$ cat config.mk
export PLATFORM = sky130hd
export DESIGN_NAME = relative_path_validator_flat
export DESIGN_NICKNAME = d
export VERILOG_FILES = /design/src/hdl/rpv_pkg.sv /design/src/hdl/rpv_if.sv /design/src/hdl/rpv_comp_check.sv /design/src/hdl/relative_path_validator.sv /design/src/flat_wrapper.sv
export SDC_FILE = /design/constraint.sdc
export NUM_CORES = 1
export LEC_CHECK = 0
export BUFFER_PORTS_ARGS = -buffer_cell sky130_fd_sc_hd__clkbuf_2
export CELL_PAD_IN_SITES_DETAIL_PLACEMENT = 0
export CELL_PAD_IN_SITES_GLOBAL_PLACEMENT = 1
export CORE_MARGIN = 5
export CORE_UTILIZATION = 50
export CTS_CLUSTER_DIAMETER = 50
export DETAILED_ROUTE_END_ITERATION = 8
export PLACE_DENSITY_LB_ADDON = 0.2
export SETUP_SLACK_MARGIN = 0.05
export SLEW_MARGIN = 20
export SYNTH_ARGS = -nofsm -noshare
export SYNTH_HDL_FRONTEND = slang
export SYNTH_SLANG_ARGS = --single-unit
export TNS_END_PERCENT = 100
$ cat constraint.sdc
create_clock -name clk -period 8.04 [get_ports clk]
set_input_delay 0 -clock clk [delete_from_list [all_inputs] [get_ports clk]]
set_output_delay 0 -clock clk [all_outputs]
set_load 0.01 [all_outputs]
$ cat src/hdl/rpv_pkg.sv
// Shared types, codes and constants of the relative path validator.
package rpv_pkg;

    // Default limits (module parameters take these)
    localparam int unsigned PATH_LENGTH_LIMIT      = 4096;
    localparam int unsigned COMPONENT_LENGTH_LIMIT = 255;

    // Compare widths that cover the whole parameter range plus saturation
    localparam int unsigned PATH_CMP_W = 17;
    localparam int unsigned COMP_CMP_W = 13;

    localparam int unsigned MAX_PATH_W = 13;
    localparam int unsigned MAX_COMP_W = 8;
    localparam int unsigned CFG_DATA_W = 13;

    localparam logic [MAX_PATH_W-1:0] MAX_PATH_RESET = 13'd4096;
    localparam logic [MAX_COMP_W-1:0] MAX_COMP_RESET = 8'd255;

    typedef enum logic [0:0] {
        CFG_MAX_PATH = 1'b0,
        CFG_MAX_COMP = 1'b1
    } cfg_index_t;

    typedef enum logic [2:0] {
        STATUS_OK         = 3'd0,
        STATUS_EMPTY      = 3'd1,
        STATUS_TOO_LONG   = 3'd2,
        STATUS_ABSOLUTE   = 3'd3,
        STATUS_FORBIDDEN  = 3'd4,
        STATUS_EMPTY_COMP = 3'd5,
        STATUS_DOT_COMP   = 3'd6,
        STATUS_LONG_COMP  = 3'd7
    } status_t;

    typedef enum logic [1:0] {
        DOT_NONE  = 2'd0,
        DOT_ONE   = 2'd1,
        DOT_TWO   = 2'd2,
        DOT_OTHER = 2'd3
    } dot_t;

    typedef enum logic [1:0] {
        CERR_NONE  = 2'd0,
        CERR_EMPTY = 2'd1,
        CERR_DOT   = 2'd2,
        CERR_LONG  = 2'd3
    } cerr_t;

    localparam logic [7:0] CHAR_CTRL_END  = 8'h20;
    localparam logic [7:0] CHAR_DEL       = 8'h7f;
    localparam logic [7:0] CHAR_BACKSLASH = 8'h5c;
    localparam logic [7:0] CHAR_COLON     = 8'h3a;
    localparam logic [7:0] CHAR_SLASH     = 8'h2f;
    localparam logic [7:0] CHAR_DOT       = 8'h2e;

endpackage

$ cat src/hdl/rpv_if.sv
// Valid/ready channel interfaces for path bytes and status results.
interface rpv_path_if;
    logic       valid;
    logic       ready;
    logic [7:0] path_byte;
    logic       last;
    logic       no_byte;

    modport source (output valid, output path_byte, output last, output no_byte, input ready);
    modport sink   (input valid, input path_byte, input last, input no_byte, output ready);
endinterface

interface rpv_result_if;
    logic       valid;
    logic       ready;
    logic [2:0] status;

    modport source (output valid, output status, input ready);
    modport sink   (input valid, input status, output ready);
endinterface

$ cat src/hdl/rpv_comp_check.sv
// Error classification of one closed path component.
module rpv_comp_check
(
    input  logic [rpv_pkg::COMP_CMP_W-1:0] count,
    input  rpv_pkg::dot_t                  dot,
    input  logic [rpv_pkg::COMP_CMP_W-1:0] limit,
    output rpv_pkg::cerr_t                 cerr
);
    import rpv_pkg::*;

    always_comb
    begin
        priority if (count == '0)
        begin
            cerr = CERR_EMPTY;
        end
        else if (dot == DOT_ONE || dot == DOT_TWO)
        begin
            cerr = CERR_DOT;
        end
        else if (count > limit)
        begin
            cerr = CERR_LONG;
        end
        else
        begin
            cerr = CERR_NONE;
        end
    end

endmodule

$ cat src/hdl/relative_path_validator.sv
// Top level of the relative path validator: byte classifier, counters, status register.
//
//  channel | dir | handshake   | payload
//  path    | in  | valid/ready | path_byte[7:0], last, no_byte
//  result  | out | valid/ready | status[2:0]
//  cfg     | in  | cfg_we      | cfg_index[0], cfg_data[12:0]
//
// One byte per cycle while path.ready is high; the status of a path is in the result
// register in the cycle after its last request is taken.
// path.ready is low only while a status waits and result.ready is low.
// Reset (rst_n, async, active low) clears the path state and the result valid
// flag (not the status value) and loads the limit registers with their defaults.
module relative_path_validator
#(
    parameter int unsigned PATH_LIMIT = rpv_pkg::PATH_LENGTH_LIMIT,
    parameter int unsigned COMP_LIMIT = rpv_pkg::COMPONENT_LENGTH_LIMIT
)
(
    input  logic                          clk,
    input  logic                          rst_n,
    input  logic                          cfg_we,
    input  rpv_pkg::cfg_index_t           cfg_index,
    input  logic [rpv_pkg::CFG_DATA_W-1:0] cfg_data,
    rpv_path_if.sink                      path,
    rpv_result_if.source                  result
);
    import rpv_pkg::*;

    localparam int unsigned TW = $clog2(PATH_LIMIT + 2);
    localparam int unsigned CW = $clog2(COMP_LIMIT + 2);
    localparam logic [TW-1:0] TOT_SAT  = TW'(PATH_LIMIT + 1);
    localparam logic [CW-1:0] COMP_SAT = CW'(COMP_LIMIT + 1);

    logic [MAX_PATH_W-1:0] max_path_reg;
    logic [MAX_COMP_W-1:0] max_comp_reg;

    logic [TW-1:0] tot_reg, tot_next;
    logic [CW-1:0] comp_reg, comp_next;
    dot_t          dot_reg, dot_next;
    logic          start_reg, start_next;
    logic          slash_first_reg, slash_first_next;
    logic          forb_reg, forb_next;
    cerr_t         first_err_reg, first_err_next;

    logic    out_valid_reg;
    status_t status_reg, status_next;

    logic accept;
    logic byte_in;
    logic is_slash;
    logic is_forbidden;
    logic [COMP_CMP_W-1:0] comp_lim;
    logic [PATH_CMP_W-1:0] path_lim;
    cerr_t slash_err, end_err, final_err;

    assign path.ready    = !out_valid_reg || result.ready;
    assign accept        = path.valid && path.ready;
    assign result.valid  = out_valid_reg;
    assign result.status = status_reg;

    assign byte_in      = !path.no_byte;
    assign is_slash     = path.path_byte == CHAR_SLASH;
    assign is_forbidden = path.path_byte < CHAR_CTRL_END || path.path_byte == CHAR_DEL
                          || path.path_byte == CHAR_BACKSLASH || path.path_byte == CHAR_COLON;

    // limit in use is the smaller of register and parameter
    always_comb
    begin
        comp_lim = COMP_CMP_W'(max_comp_reg);
        if (COMP_CMP_W'(COMP_LIMIT) < comp_lim)
        begin
            comp_lim = COMP_CMP_W'(COMP_LIMIT);
        end
        path_lim = PATH_CMP_W'(max_path_reg);
        if (PATH_CMP_W'(PATH_LIMIT) < path_lim)
        begin
            path_lim = PATH_CMP_W'(PATH_LIMIT);
        end
    end

    // component closed by a slash byte
    rpv_comp_check u_slash_check
    (
        .count (COMP_CMP_W'(comp_reg)),
        .dot   (dot_reg),
        .limit (comp_lim),
        .cerr  (slash_err)
    );

    // component closed by the end of the path
    rpv_comp_check u_end_check
    (
        .count (COMP_CMP_W'(comp_next)),
        .dot   (dot_next),
        .limit (comp_lim),
        .cerr  (end_err)
    );

    always_comb
    begin
        start_next       = start_reg && !byte_in;
        slash_first_next = (start_reg && byte_in) ? is_slash : slash_first_reg;
        tot_next         = (byte_in && tot_reg != TOT_SAT) ? tot_reg + TW'(1) : tot_reg;
        forb_next        = forb_reg || (byte_in && is_forbidden);
        first_err_next   = first_err_reg;
        comp_next        = comp_reg;
        dot_next         = dot_reg;
        if (byte_in)
        begin
            if (is_slash)
            begin
                if (first_err_reg == CERR_NONE)
                begin
                    first_err_next = slash_err;
                end
                comp_next = '0;
                dot_next  = DOT_NONE;
            end
            else
            begin
                if (comp_reg != COMP_SAT)
                begin
                    comp_next = comp_reg + CW'(1);
                end
                if (path.path_byte == CHAR_DOT && dot_reg == DOT_NONE)
                begin
                    dot_next = DOT_ONE;
                end
                else if (path.path_byte == CHAR_DOT && dot_reg == DOT_ONE)
                begin
                    dot_next = DOT_TWO;
                end
                else
                begin
                    dot_next = DOT_OTHER;
                end
            end
        end
    end

    assign final_err = (first_err_next == CERR_NONE) ? end_err : first_err_next;

    always_comb
    begin
        priority if (start_next)
        begin
            status_next = STATUS_EMPTY;
        end
        else if (PATH_CMP_W'(tot_next) > path_lim)
        begin
            status_next = STATUS_TOO_LONG;
        end
        else if (slash_first_next)
        begin
            status_next = STATUS_ABSOLUTE;
        end
        else if (forb_next)
        begin
            status_next = STATUS_FORBIDDEN;
        end
        else
        begin
            unique case (final_err)
                CERR_NONE:  status_next = STATUS_OK;
                CERR_EMPTY: status_next = STATUS_EMPTY_COMP;
                CERR_DOT:   status_next = STATUS_DOT_COMP;
                CERR_LONG:  status_next = STATUS_LONG_COMP;
                default:    status_next = STATUS_OK;
            endcase
        end
    end

    always_ff @(posedge clk or negedge rst_n)
    begin
        if (!rst_n)
        begin
            max_path_reg <= MAX_PATH_RESET;
            max_comp_reg <= MAX_COMP_RESET;
        end
        else if (cfg_we)
        begin
            unique case (cfg_index)
                CFG_MAX_PATH: max_path_reg <= cfg_data[MAX_PATH_W-1:0];
                CFG_MAX_COMP: max_comp_reg <= cfg_data[MAX_COMP_W-1:0];
                default:      max_path_reg <= max_path_reg;
            endcase
        end
    end

    always_ff @(posedge clk or negedge rst_n)
    begin
        if (!rst_n)
        begin
            tot_reg         <= '0;
            comp_reg        <= '0;
            dot_reg         <= DOT_NONE;
            start_reg       <= 1'b1;
            slash_first_reg <= 1'b0;
            forb_reg        <= 1'b0;
            first_err_reg   <= CERR_NONE;
        end
        else if (accept)
        begin
            if (path.last)
            begin
                tot_reg         <= '0;
                comp_reg        <= '0;
                dot_reg         <= DOT_NONE;
                start_reg       <= 1'b1;
                slash_first_reg <= 1'b0;
                forb_reg        <= 1'b0;
                first_err_reg   <= CERR_NONE;
            end
            else
            begin
                tot_reg         <= tot_next;
                comp_reg        <= comp_next;
                dot_reg         <= dot_next;
                start_reg       <= start_next;
                slash_first_reg <= slash_first_next;
                forb_reg        <= forb_next;
                first_err_reg   <= first_err_next;
            end
        end
    end

    always_ff @(posedge clk or negedge rst_n)
    begin
        if (!rst_n)
        begin
            out_valid_reg <= 1'b0;
        end
        else if (accept && path.last)
        begin
            out_valid_reg <= 1'b1;
        end
        else if (result.ready)
        begin
            out_valid_reg <= 1'b0;
        end
    end

    always_ff @(posedge clk)
    begin
        if (accept && path.last)
        begin
            status_reg <= status_next;
        end
    end

    a_result_from_last: assert property (@(posedge clk) disable iff (!rst_n)
        $rose(out_valid_reg) |-> $past(accept && path.last))
        else $error("result raised without a last request");

    a_clear_after_last: assert property (@(posedge clk) disable iff (!rst_n)
        accept && path.last |=> start_reg && tot_reg == '0 && comp_reg == '0
                                && first_err_reg == CERR_NONE)
        else $error("path state not cleared after last");

    a_start_means_empty: assert property (@(posedge clk) disable iff (!rst_n)
        start_reg |-> tot_reg == '0 && !slash_first_reg && !forb_reg)
        else $error("bytes counted while at path start");

    a_counter_sat: assert property (@(posedge clk) disable iff (!rst_n)
        tot_reg <= TOT_SAT && comp_reg <= COMP_SAT)
        else $error("length counter beyond saturation");

endmodule
$ cat src/flat_wrapper.sv
// flat-port wrapper written by rule: the top's interface ports become plain ports
module relative_path_validator_flat import rpv_pkg::*;
#(
    parameter int unsigned PATH_LIMIT = rpv_pkg::PATH_LENGTH_LIMIT,
    parameter int unsigned COMP_LIMIT = rpv_pkg::COMPONENT_LENGTH_LIMIT
)
  (clk, rst_n, cfg_we, cfg_index, cfg_data, path_valid, path_path_byte, path_last, path_no_byte, path_ready, result_valid, result_status, result_ready);
  rpv_path_if path_i ();
  rpv_result_if result_i ();
  input  logic clk;
  input  logic rst_n;
  input  logic cfg_we;
  input  rpv_pkg::cfg_index_t cfg_index;
  input  logic [rpv_pkg::CFG_DATA_W-1:0] cfg_data;
  input wire logic [$bits(path_i.valid)-1:0] path_valid;
  input wire logic [$bits(path_i.path_byte)-1:0] path_path_byte;
  input wire logic [$bits(path_i.last)-1:0] path_last;
  input wire logic [$bits(path_i.no_byte)-1:0] path_no_byte;
  output wire logic [$bits(path_i.ready)-1:0] path_ready;
  output wire logic [$bits(result_i.valid)-1:0] result_valid;
  output wire logic [$bits(result_i.status)-1:0] result_status;
  input wire logic [$bits(result_i.ready)-1:0] result_ready;
  assign path_i.valid = path_valid;
  assign path_i.path_byte = path_path_byte;
  assign path_i.last = path_last;
  assign path_i.no_byte = path_no_byte;
  assign path_ready = path_i.ready;
  assign result_valid = result_i.valid;
  assign result_status = result_i.status;
  assign result_i.ready = result_ready;
  relative_path_validator #(.PATH_LIMIT(PATH_LIMIT), .COMP_LIMIT(COMP_LIMIT)) u_core (.clk(clk), .rst_n(rst_n), .cfg_we(cfg_we), .cfg_index(cfg_index), .cfg_data(cfg_data), .path(path_i), .result(result_i));
endmodule
==> impl_metrics.json, run 1 <==
{
  "outcome": "finished clean",
  "combPwrFrac_pct": 23.6,
  "finalPower_w": 0.000715,
  "clk_latency_ns": 0.31,
  "area_delta_synth_final_pct": 12.6,
  "drt_first_pass_iters": 5,
  "cts_buffer_depth": 2,
  "rsz0062_at_grt": "no",
  "initial_utilization_pct": 51.2,
  "pwr-share-clk_pct": 31.5,
  "drive_gt1_share_pct": 17.8,
  "grt_pass1_vias": 3339,
  "rows": 32,
  "grt_pass1_wl_um": 16100,
  "fin_setup_tns_ns": 0,
  "via_per_inst": 5.92,
  "fin_nets": 530,
  "cts.sinks": 54,
  "route.vias.total": 3367,
  "avgSynthCellArea_um2": 9.15,
  "grt_max_degree": 52,
  "ys_ff_latch": 54,
  "grtUsageTotal_pct": 20.2,
  "synth_nets": 494,
  "clk_pin_slew_ns": 0.10,
  "cp_data_arrival_time_ns": 3.33,
  "routedWlPerCell_um": 16.7,
  "final_common_cell": "nand2_1",
  "startpoint_type": "register",
  "fp.dieH_um": 98.7,
  "cts_buffers": 5,
  "drt_iter0_drc": 157,
  "crit_fanout": 6,
  "max_cap_violations": 0,
  "seq_area_um2": 1380,
  "gp_congestion": 0.892,
  "ant_nets": 0,
  "cts_tree": "built",
  "hp-class": "in2reg",
  "yosysSeqAreaShare_pct": 35.0,
  "ir_drop_mv": 0.0918,
  "routed_wl_um": 9510,
  "fmax_ghz": 0.305,
  "core_area_um2": 7690,
  "async_flop_share_pct": 94.4,
  "setup_viol": 0,
  "ys_warn_count": 0,
  "synth-edff-count": 3,
  "intPower_w": 0.000511,
  "ctsHtreeMaxLevel": 2,
  "ios": 34,
  "worstPathRequired_ns": 8.09,
  "crit_type": "reg2reg",
  "die_area_um2": 9750,
  "drc": 0,
  "fin_skew_ns": 0.00970,
  "cts.repair.resized": 0,
  "p_seq_share_pct": 44.9,
  "slew-limit-headroom_pct": 48.6,
  "dp_hpwl_um": 7050,
  "multi_input_area_um2": 2380,
  "syn_area_um2": 3940,
  "period_share_pct": 40.8,
  "synthCells": 430,
  "diodes": 0,
  "endpoint_kind": "register",
  "switchingPower_w": 0.000204,
  "fillers": 721,
  "fin_crit_ns": 3.28,
  "synth_ff_type": "dfrtp_1",
  "antenna_found_initial": 0,
  "fp.dieW_um": 98.7,
  "final_cell_mix": "nand2_1, o21ai_0, dfrtp_1",
  "tightest_slew_ns": 0.770,
  "hold_viol": 0,
  "cts_root_buffer": "clkbuf_8",
  "swShare_pct": 28.6,
  "gr-total-overflow": 0,
  "slew_violations": 0,
  "netlist-cell-type-count": 63,
  "io_buffers": 33,
  "power_per_cell_area_nw_per_um2": 161,
  "leakagePower_nw": 2.04
}
-- final timing paths --
| check | startpoint | end | cells past startpoint | slack, ns |
|---|---|---|---|---|
| min in group asynchronous | rst_n | u_core.comp_reg[4] | 3 | 0.33 |
| worst min-delay path | cfg_index | u_core.max_path_reg[12] | 4 | 0.09 |
| worst max register to register | u_core.tot_reg[0] | u_core.result.status[1] | 12 | 4.76 |
| worst min register to register | u_core.max_path_reg[8] | u_core.max_path_reg[8] | 1 | 0.52 |
| worst max-delay path | u_core.tot_reg[0] | u_core.result.status[1] | 12 | 4.76 |
| max in group asynchronous | rst_n | u_core.tot_reg[1] | 3 | 7.24 |
-- area by class of cell --
class | instances | area share [%]
Multi-Input combinational cell | 334 | 53.6
Sequential cell | 54 | 31.1
Timing Repair Buffer | 49 | 7.29
Tap cell | 102 | 2.88
Clock buffer | 6 | 1.86
Inverter | 22 | 1.86
Clock inverter | 2 | 1.36
-- per-layer routing --
metal	share of wire (%)	GRT usage [%]	vias to the layer above
met5	0	0	-
met4	2.4	6.51	0
met3	4.1	3.26	18
met2	48	33.4	87
met1	46	27.0	1616
li1	-	-	1646
-- synthesized netlist by cell type, types with 3 or more instances --
cell,n,area share [%]
nand2_1,54,5.1
o21ai_0,43,5.5
dfrtp_1,41,26
ha_1,35,11
nor2_1,28,2.7
inv_1,22,2.1
mux2_2,21,6.0
clkbuf_1,14,1.3
a21oi_1,12,1.5
nand3_1,11,1.4
dfstp_2,10,6.7
xnor2_1,10,2.2
o31ai_1,9,1.7
xor2_1,9,2.0
and3_1,8,1.3
nand4_1,7,1.1
nor2b_1,7,1.1
nand2b_1,6,0.95
and4b_1,5,1.3
a211oi_1,4,0.76
a22o_1,4,0.89
a31oi_1,4,0.64
nor3_1,4,0.51
o211ai_1,4,0.76
and4_1,3,0.67
edfxtp_1,3,2.3
nand4b_1,3,0.67
nor4_1,3,0.48
-- cells by family (layout without fill, tap and decap cells) --
family	count (synthesis)	count (layout)	synth area share, %
adder cells (fa/ha/maj)	35	35	11.1
AND/OR/NAND/NOR	151	151	20.0
XOR/XNOR	19	19	4.23
buffers and inverters	42	79	4.67
multiplexers	22	22	6.39
AO/OA/AOI/OAI	107	107	18.6
flip-flops	54	54	35.0
-- power groups by stage --
stage	registers (W)	clock network, W	logic (W)
3_3_place_gp	0.000325	0	0.000160
4_1_cts	0.000321	0.000232	0.000169
3_5_place_dp	0.000327	0	0.000162
6_report	0.000321	0.000225	0.000169
5_1_grt	0.000324	0.000246	0.000192
2_1_floorplan	0.000321	0	0.000116
-- worst max-delay path: stages (launching register included) --
cell and delay [ns]:
dfrtp_1 0.45, ha_1 0.25, and4b_1 0.26, and3_1 0.24
and3_1 0.22, xor2_1 0.16, ha_1 0.31, nand4_1 0.09
or4_1 0.52, o21ai_0 0.12, a21oi_1 0.10, o21ai_0 0.19
o211ai_1 0.12
-- per-stage QoR --
stage          hold slack (ns)  setup slack (ns)  instance area [um2]  util (%)  cells
2_1_floorplan           -0.296              5.05                 3940         -    430
6_report                0.0853              4.76                 4430      57.6    569
4_1_cts                  0.131              4.77                 4430      57.6    569
5_1_grt                 0.0819              4.53                 4430      57.6    569
3_3_place_gp             0.161              4.88                 4140      53.8    546
3_5_place_dp             0.175              4.80                 4140      53.8    546
-- timing repair --
item | 4_1_cts | 5_1_grt
setup buffers | 0 | 0
endpoints found under the hold margin | 63 | 0
hold buffers | 15 | 0
(Power assumes the default switching activity.)
==> run 2, diff against run 1 <==
CORE_UTILIZATION = 42   (was 50)
clock period = 2.8 ns   (was 8.04 ns; I/O delays follow)
==> impl_metrics.json, run 2 (synthesis results as in run 1) <==
{
  "outcome": "finished, violations left",
  "violations": "setup timing",
  "final_cell_mix": "buf_4, nand2_1, o21ai_0, dfrtp_1",
  "crit_fanout": 4,
  "rsz0062_at_grt": "yes",
  "drc": 0,
  "cts_root_buffer": "clkbuf_8",
  "endpoint_kind": "register",
  "swShare_pct": 31.8,
  "grtUsageTotal_pct": 18.6,
  "area_delta_synth_final_pct": 27.8,
  "cts_buffers": 5,
  "setup_viol": 3,
  "max_cap_violations": 0,
  "fin_nets": 592,
  "drt_iter0_drc": 144,
  "tightest_slew_ns": 0.932,
  "fp.dieH_um": 107,
  "switchingPower_w": 0.000644,
  "hold_viol": 0,
  "fin_crit_ns": 2.91,
  "hp-class": "in2reg",
  "slew-limit-headroom_pct": 37.9,
  "rows": 35,
  "ir_drop_mv": 0.328,
  "die_area_um2": 11400,
  "fp.dieW_um": 107,
  "clk_latency_ns": 0.32,
  "initial_utilization_pct": 42.8,
  "pwr-share-clk_pct": 26.2,
  "gp_congestion": 0.882,
  "antenna_found_initial": 0,
  "cp_data_arrival_time_ns": 2.97,
  "routedWlPerCell_um": 16.3,
  "cts_buffer_depth": 2,
  "grt_max_degree": 40,
  "drt_first_pass_iters": 4,
  "period_share_pct": 104,
  "crit_type": "reg2reg",
  "grt_pass1_vias": 3451,
  "io_buffers": 33,
  "fin_skew_ns": 0.0170,
  "grt_pass1_wl_um": 17100,
  "dp_hpwl_um": 8060,
  "ant_nets": 0,
  "fillers": 834,
  "combPwrFrac_pct": 28.4,
  "hold_slack_ns": 0.122,
  "cts.sinks": 54,
  "leakagePower_nw": 2.37,
  "core_area_um2": 9200,
  "grtUsageMet3_pct": 2.29,
  "clk_pin_slew_ns": 0.11,
  "grt-busiest-layer": "met2",
  "startpoint_type": "register",
  "fmax_ghz": 0.344,
  "crit_chain": "ha_2, and4b_2, buf_4, buf_4, xnor2_2, ha_1, nand3_4, or4_4, o21ai_4, a21oi_2, o21ai_1, o211ai_1",
  "met1_usage_pct": 24.6,
  "fin_ws_ns": -0.107,
  "cpMostUsedCell": "buf_4",
  "dp.cells": 611,
  "slowest_stage": "or4_4",
  "ctsHtreeMaxLevel": 2,
  "cts_tree": "built",
  "final_common_cell": "buf_4",
  "via_per_inst": 5.59,
  "max_stage_delay_ns": 0.56,
  "drive_gt1_share_pct": 31.8,
  "routed_wl_um": 10400,
  "met2_usage_pct": 31.9,
  "fin_util_pct": 54.7,
  "worstPathRequired_ns": 2.87,
  "fin_cells": 640,
  "slew_violations": 0,
  "power_per_cell_area_nw_per_um2": 403,
  "gr-total-overflow": 0,
  "ios": 34,
  "p_seq_share_pct": 45.4,
  "route.vias.total": 3579,
  "diodes": 0,
  "intPower_w": 0.00138
}
## run 2: cell types whose count changed in the layout (fill, tap and decap cells not counted), moves of 2 or more
cell,change
buf_4,+61
and3_1,-4
a21oi_1,-3
a21oi_2,+3
and3_4,+3
ha_1,-3
o21ai_0,-3
bufinv_16,-2
ha_2,+2
xnor2_1,-2
## run 2: path summary, 6_finish.rpt
path / cells after the start / slack [ns] / to / start
setup / recovery: 12 / -0.11 / u_core.result.status[1] / u_core.tot_reg[1]
hold / removal: 3 / 0.12 / u_core.dot_reg[1] / path_path_byte[0]
setup reg to reg: 12 / -0.11 / u_core.result.status[1] / u_core.tot_reg[1]
hold reg to reg: 1 / 0.52 / u_core.max_path_reg[0] / u_core.max_path_reg[0]
max in group asynchronous: 3 / 1.70 / u_core.max_comp_reg[7] / rst_n
min in group asynchronous: 2 / 0.34 / u_core.comp_reg[6] / rst_n
## run 2: layout make-up
class,count,area (um2),area share [%]
clock buffer,6,93.8,1.87
clock inverter,2,17.5,0.348
inverter,22,82.6,1.64
multi-input combinational,334,2520,50.0
sequential,54,1380,27.4
tap,111,139,2.76
timing repair buffer,111,801,15.9
## run 2: power by group through the flow
stage	clock network, W	logic, W	registers, W
finish	0.000531	0.000576	0.000921
detailed placement	0	0.000521	0.000937
CTS	0.000557	0.000546	0.000921
global route	0.000580	0.000648	0.000930
floorplan	0	0.000333	0.000922
global placement	0	0.000512	0.000933
## run 2: layer usage
metal | wire length [um] | vias to the layer above | part of all wire, %
met1 | 4710 | 1715 | 45
met5 | 0 | - | 0
met4 | 265 | 0 | 2.5
met3 | 390 | 17 | 3.7
li1 | - | 1765 | -
met2 | 5040 | 82 | 48
## run 2: critical path: cells and delay by family, from the launching register on
kind	cells	cell delay [ns]
buffers and inverters	2	0.28
and+or+nand+nor	3	0.91
xor gates and xnor gates	1	0.14
AOI/OAI and AO/OA	4	0.36
DFF	1	0.42
adders and majority gates	2	0.57
## run 2: metrics by stage
stage | TNS (ns) | setup WS, ns | instance area [um2] | power, W
final | -0.277 | -0.107 | 5030 | 0.00203
after global routing | -0.640 | -0.216 | 5030 | 0.00216
after CTS | -0.181 | -0.0859 | 4900 | 0.00202
after detailed placement | -0.387 | -0.177 | 4600 | 0.00146
after global placement | -0.234 | -0.135 | 4600 | 0.00144
after floorplan | -0.0652 | -0.0652 | 3960 | 0.00125
## run 2: repair_timing
item / in CTS / in global routing
gates resized for setup: 5 / 19
endpoints found under the hold margin: 55 / 0
hold buffers: 15 / 0
setup endpoints to repair: 3 / 3
setup buffers: 3 / 3
cloned: 0 / 0
pin swaps: 14 / 12
